==> config.mk <==
export PLATFORM = sky130hd
export DESIGN_NAME = rldrv_div
export DESIGN_NICKNAME = d
export VERILOG_FILES = /design/src/rtl/rldrv_pkg.sv /design/src/rtl/rldrv_div.sv
export SDC_FILE = /design/constraint.sdc
export NUM_CORES = 1
export LEC_CHECK = 0
export ABC_AREA = 1
export CAP_MARGIN = 20
export CELL_PAD_IN_SITES_DETAIL_PLACEMENT = 0
export CELL_PAD_IN_SITES_GLOBAL_PLACEMENT = 1
export CORE_MARGIN = 10
export CORE_UTILIZATION = 27
export CTS_BUF_LIST = sky130_fd_sc_hd__clkbuf_8 sky130_fd_sc_hd__clkbuf_16
export DETAILED_ROUTE_END_ITERATION = 8
export DONT_BUFFER_PORTS = 1
export PLACE_DENSITY_LB_ADDON = 0.15
export SETUP_SLACK_MARGIN = 0.1
export SYNTH_ARGS = -nofsm -noshare
export SYNTH_HDL_FRONTEND = slang
export SYNTH_SLANG_ARGS = --single-unit
==> constraint.sdc <==
create_clock -name clk -period 2.5 [get_ports clk]
set_input_delay 0 -clock clk [delete_from_list [all_inputs] [get_ports clk]]
set_output_delay 0 -clock clk [all_outputs]
set_load 0.005 [all_outputs]
==> src/rtl/rldrv_pkg.sv <==
// Package with shared types, constants and register codes of the RGB LED PWM driver.
package rldrv_pkg;

    localparam int unsigned PWM_PERIOD_US_DEF = 20000;
    localparam int unsigned SINE_DEPTH_DEF    = 256;

    localparam int unsigned DIV_W      = 32;
    localparam int unsigned NOW_W      = 32;
    localparam int unsigned LEVEL_W    = 18;
    localparam int unsigned COLOR_W    = 24;
    localparam int unsigned CHAN_W     = 8;
    localparam int unsigned MODE_W     = 2;
    localparam int unsigned BRIGHT_W   = 9;
    localparam int unsigned INTERVAL_W = 10;
    localparam int unsigned HALF_W     = 16;
    localparam int unsigned SPAN_W     = 17;
    localparam int unsigned T_W        = 23;
    localparam int unsigned F_W        = 10;
    localparam int unsigned MAG_W      = 9;
    localparam int unsigned NUM_SHIFT  = 13;
    localparam int unsigned ALT_SHIFT  = 9;

    localparam int unsigned FULL_Q9     = 255 * 512;
    localparam int unsigned US_PER_MS   = 1000;
    localparam int unsigned F_MID       = 256;
    localparam int unsigned F_FULL      = 512;
    localparam int unsigned BRIGHT_FULL = 256;

    localparam int unsigned CFG_ADDR_W = 5;
    localparam int unsigned CFG_DATA_W = 32;
    localparam int unsigned CFG_IDX_W  = 3;

    localparam logic [CFG_IDX_W-1:0] REG_LED_MODE   = 3'd0;
    localparam logic [CFG_IDX_W-1:0] REG_PRIMARY    = 3'd1;
    localparam logic [CFG_IDX_W-1:0] REG_SECONDARY  = 3'd2;
    localparam logic [CFG_IDX_W-1:0] REG_BRIGHTNESS = 3'd3;
    localparam logic [CFG_IDX_W-1:0] REG_INTERVAL   = 3'd4;
    localparam logic [CFG_IDX_W-1:0] REG_GRAD_HALF  = 3'd5;

    localparam logic [COLOR_W-1:0]    RST_PRIMARY    = 24'hFFFFFF;
    localparam logic [COLOR_W-1:0]    RST_SECONDARY  = 24'h000000;
    localparam logic [BRIGHT_W-1:0]   RST_BRIGHTNESS = 9'd256;
    localparam logic [INTERVAL_W-1:0] RST_INTERVAL   = 10'd500;
    localparam logic [HALF_W-1:0]     RST_GRAD_HALF  = 16'd1000;

    localparam logic [1:0] CH_RED  = 2'd0;
    localparam logic [1:0] CH_GRN  = 2'd1;
    localparam logic [1:0] CH_LAST = 2'd2;

    typedef enum logic [1:0] {
        MODE_OFF,
        MODE_STEADY,
        MODE_ALTERNATE,
        MODE_GRADIENT
    } led_mode_t;

    typedef enum logic [4:0] {
        S_FILL,
        S_FILL_WAIT,
        S_IDLE,
        S_T,
        S_Q,
        S_PH,
        S_ALT,
        S_P,
        S_P_WAIT,
        S_IX,
        S_IX_WAIT,
        S_RD,
        S_LVL,
        S_MUL,
        S_CMP,
        S_DONE
    } state_t;

    typedef struct packed {
        logic             start;
        logic [DIV_W-1:0] dividend;
        logic [DIV_W-1:0] divisor;
    } div_req_t;

    typedef struct packed {
        logic             done;
        logic [DIV_W-1:0] quot;
        logic [DIV_W-1:0] rem;
    } div_rsp_t;

endpackage

==> src/rtl/rldrv_div.sv <==
// Shared restoring divider producing one quotient bit per cycle.
module rldrv_div (
    input  logic                clk,
    input  logic                rst_n,
    input  rldrv_pkg::div_req_t req,
    output rldrv_pkg::div_rsp_t rsp
);
    import rldrv_pkg::*;

    localparam int unsigned CNT_W = $clog2(DIV_W);
    localparam logic [CNT_W-1:0] CNT_LAST = CNT_W'(DIV_W - 1);

    logic             busy_reg, busy_next;
    logic             done_reg, done_next;
    logic [CNT_W-1:0] cnt_reg, cnt_next;
    logic [DIV_W-1:0] rem_reg, rem_next;
    logic [DIV_W-1:0] quo_reg, quo_next;
    logic [DIV_W-1:0] dvs_reg, dvs_next;
    logic [DIV_W:0]   trial;
    logic             ge;

    always_comb
    begin
        trial     = {rem_reg, quo_reg[DIV_W-1]};
        ge        = trial >= {1'b0, dvs_reg};
        busy_next = busy_reg;
        done_next = 1'b0;
        cnt_next  = cnt_reg;
        rem_next  = rem_reg;
        quo_next  = quo_reg;
        dvs_next  = dvs_reg;
        if (req.start)
        begin
            busy_next = 1'b1;
            cnt_next  = '0;
            rem_next  = '0;
            quo_next  = req.dividend;
            dvs_next  = req.divisor;
        end
        else if (busy_reg)
        begin
            rem_next = ge ? DIV_W'(trial - {1'b0, dvs_reg}) : trial[DIV_W-1:0];
            quo_next = {quo_reg[DIV_W-2:0], ge};
            cnt_next = cnt_reg + 1'b1;
            if (cnt_reg == CNT_LAST)
            begin
                busy_next = 1'b0;
                done_next = 1'b1;
            end
        end
    end

    always_ff @(posedge clk or negedge rst_n)
    begin
        if (!rst_n)
        begin
            busy_reg <= 1'b0;
            done_reg <= 1'b0;
            cnt_reg  <= '0;
        end
        else
        begin
            busy_reg <= busy_next;
            done_reg <= done_next;
            cnt_reg  <= cnt_next;
        end
    end

    always_ff @(posedge clk)
    begin
        rem_reg <= rem_next;
        quo_reg <= quo_next;
        dvs_reg <= dvs_next;
    end

    assign rsp.done = done_reg;
    assign rsp.quot = quo_reg;
    assign rsp.rem  = rem_reg;

endmodule

==> reports/qor.tcl <==
set qor(finalMaxSlewViolations) 0
set qor(pin_count_of_the_biggest_net_entering_global_routing) 68
set qor(chipWidth_um) 181
set qor(share_of_cells_above_drive_strength_1) 0.107
set qor(slowest_delay_ns) 0.41
set qor(report.final.setup_viol) 0
set qor(dieArea_mm2) 0.0326
set qor(maximum_clock_rate_mhz) 451
set qor(floorplan.rows) 58
set qor(area.growth.synth_to_final_pct) 24.3
set qor(place_hpwl_mm) 17.8
set qor(hold_wc_path_type) {in -> reg}
set qor(yosysUniqueCellTypes) 40
set qor(final_antenna_net_count) 0
set qor(numPortBuffers) 0
set qor(period_minus_slack_ns) 2.22
set qor(count_of_endpoints_failing_hold_in_the_final_timing_report) 0
set qor(numClockSinks) 103
set qor(cellPowerDensity_mw_per_mm2) 913
set qor(fin_crit_sh) 0.888
set qor(netlist_instances) 987
set qor(cp.required_ns) 2.76
set qor(instance_count_along_the_most_critical_hold_path) 2
set qor(grt_busiest_layer) {met2}
set qor(dr.first_iter.drc_count) 246
set qor(grt_pass1_vias) 6371
set qor(cp_slowest_cell) {edfxtp_1}
set qor(clockBufferDepth) 2
set qor(h-tree-depth) 3
set qor(crit_type) {reg -> reg}
set qor(power.static_leakage_nw) 4.48
set qor(cpLargestDelayFamily) {simple AND/OR/NAND/NOR gates}
set qor(hold_path_startpoint) {req[64]}
set qor(worstRegToRegCells) 15
set qor(routed_wire_length_per_instance_um) 16.3
set qor(num-nets-final) 1186
set qor(drt_drc_violations_left) 0
set qor(grt_overflow) 0
set qor(worst_setup_hold_path_clk_slew_ns) 0.08
set qor(worst_skew_pair.late_latency_ns) 0.37
set qor(measured_slew_at_the_worst_slew_check_pin_ns) 0.596
set qor(rsz0062_at_grt) {no}
set qor(critical_path_peak_fanout) 5
set qor(synthesis_stage_register_bit_count) 103
set qor(regToRegStartpoint) {quo_reg[31]$_DFFE_PP_}
set qor(cap_violations) 0
set qor(placeableCoreArea_mm2) 0.0253
set qor(syn_area_per_cell_um2) 7.06
set qor(worstSetupStartpointType) {register}
set qor(start_util) 0.276
set qor(slew-limit-headroom) 0.603
set qor(crit_path_frequent_cell) {nand2_1}
set qor(ys_seq_area_frac) 0.393
set qor(clk_root_buffer_cell) {clkbuf_16}
set qor(firstDrtPassIters) 4
set qor(async_flop_share) 0.0680
set qor(groute.layer.met2.usage) 0.226
set qor(final_core_util) 0.343
set qor(setup.reg_to_reg.worst_slack_ns) 0.28
set qor(cts_made_buffers) 9
set qor(worstHoldEndpoint) {done_reg$_DFF_PN0_}
set qor(tritoncts_clock_tree) {yes}
set qor(post_route_wl_mm) 23.2
set qor(global_route_track_usage_on_met1) 0.177
set qor(fill_cells) 2753
set qor(syn_area_mm2) 0.00697
set qor(holdWs_ns) 0.0401
set qor(synth-main-ff-cell) {edfxtp_1}
set qor(via_per_inst) 4.37
set qor(global_route.usage.total) 0.139
set qor(n_antenna_cell) 0
set qor(critical_path_arrival_ns) 2.48
set qor(boundaryPins) 132
set qor(critical_path.endpoint_type) {register}
set qor(global_route_wire_length_before_repair_mm) 36.4
set qor(yosysWarningCount) 0
set qor(status) {complete, no violations}
set qor(synth_nets) 1089
set qor(gp_congestion) 0.859
set qor(cells_along_the_critical_path) {inv_1 -> ha_2 -> fa_2 -> inv_1 -> nand3_1 -> nand3_4 -> nand2_1 -> nand2_1 -> nand2_1 -> nand3_1 -> nand2_1 -> nand2_1 -> nand2_1 -> nand3_1 -> nand2_1}
set qor(globalRouteMet3Util) 0.0436
set qor(die-height_um) 181
set qor(antenna_found_initial) 0
set qor(reg2reg_end) {rem_reg[24]$_SDFFE_PP0P_}
set qor(dr_total_vias) 6196
set qor(critical_path_buf_inv_count) 2
set qor(skew_ns) 0.0142
set qor(number_of_enable_flip_flop_cells_after_synthesis) 64
set qor(peakVddDrop_v) 0.000408
-- report_power, final --
group          internal (mW)  switching, mW  total, mW  leakage, nW
clock network          0.813          0.800       1.61        0.157
registers               2.10          0.224       2.32         1.02
logic                   1.55           2.42       3.97         3.30
total                   4.46           3.45       7.91         4.48
-- area by class of cell --
type,count,area [um^2],share of cell area
clock buffer,9,225,0.0260
sequential,103,2740,0.316
tap,330,413,0.0477
timing repair buffer,109,1060,0.122
inverter,186,698,0.0806
clock inverter,7,95.1,0.0110
multi-input combinational,675,3430,0.397
-- through the flow --
step                std cells  setup slack (ns)  power (mW)  area (um^2)  TNS, ns
detailed placement       1335           -0.0855        6.20         7590  -0.0855
floorplan                 987             0.394        4.94         6970        0
finish                   1419             0.281        7.91         8660        0
global route             1419            0.0975        8.61         8660        0
global placement         1335           -0.0818        6.22         7590  -0.0818
CTS                      1418             0.113        7.98         8610        0
-- cells in the final DEF (no fill, tap or decap), types with 9 or more instances in the layout --
cell / instances
o21ai_1: 10
nor2_1: 36
buf_4: 35
nand3b_1: 14
a21oi_1: 20
dfxtp_1: 30
dlygate4sd3_1: 66
nand2_2: 17
ha_1: 32
clkbuf_16: 9
nand3_1: 75
inv_1: 176
xnor2_1: 13
edfxtp_1: 64
nand2_1: 393
-- layer usage --
layer | vias to the layer above | share of wire
li1 | 3242 | -
met1 | 2821 | 0.47
met2 | 118 | 0.46
met3 | 15 | 0.061
met4 | 0 | 0.011
met5 | - | 0
-- synthesized netlist by cell type (5+ instances only) --
master | instances | share of area
nand2_1 | 397 | 0.21
inv_1 | 177 | 0.095
nand3_1 | 76 | 0.055
edfxtp_1 | 64 | 0.28
nor2_1 | 39 | 0.021
ha_1 | 34 | 0.061
dfxtp_1 | 32 | 0.092
a21oi_1 | 20 | 0.014
nand2_2 | 14 | 0.013
nand3b_1 | 14 | 0.015
xnor2_1 | 13 | 0.016
clkbuf_1 | 11 | 0.0059
o21ai_1 | 10 | 0.0072
inv_2 | 8 | 0.0043
nand4_1 | 8 | 0.0072
nor3_1 | 8 | 0.0057
dfrtp_1 | 7 | 0.025
buf_6 | 5 | 0.0081
nand3_2 | 5 | 0.0072
nor2_2 | 5 | 0.0045
o21ai_0 | 5 | 0.0036
-- what timing repair did --
action	CTS	global route
setup endpoints to repair	5	28
gates resized for setup	3	14
hold buffers	67	0
setup buffers	0	1
endpoints found under the hold margin	107	0
-- worst max path at each step --
stage | startpoint | endpoint | slack [ns] | cells after the start
after floorplan | busy_reg$_DFF_PN0_ | quo_reg[0]$_DFFE_PP_ | 0.39 | 3
after global placement | quo_reg[31]$_DFFE_PP_ | rem_reg[30]$_SDFFE_PP0P_ | -0.08 | 15
after detailed placement | quo_reg[31]$_DFFE_PP_ | rem_reg[30]$_SDFFE_PP0P_ | -0.09 | 15
after CTS | quo_reg[31]$_DFFE_PP_ | rem_reg[30]$_SDFFE_PP0P_ | 0.11 | 15
after global routing | quo_reg[31]$_DFFE_PP_ | rem_reg[30]$_SDFFE_PP0P_ | 0.1 | 15
final | quo_reg[31]$_DFFE_PP_ | rem_reg[24]$_SDFFE_PP0P_ | 0.28 | 15
-- cell families after synthesis --
family | count (synthesis) | synth area share
AOI/OAI and AO/OA | 45 | 0.0359
and+or+nand+nor | 581 | 0.369
xor gates and xnor gates | 14 | 0.0176
adders and majority gates | 35 | 0.0639
buffers and inverters | 209 | 0.120
DFF | 103 | 0.393
No activity file was read; power rests on OpenSTA's default activity.
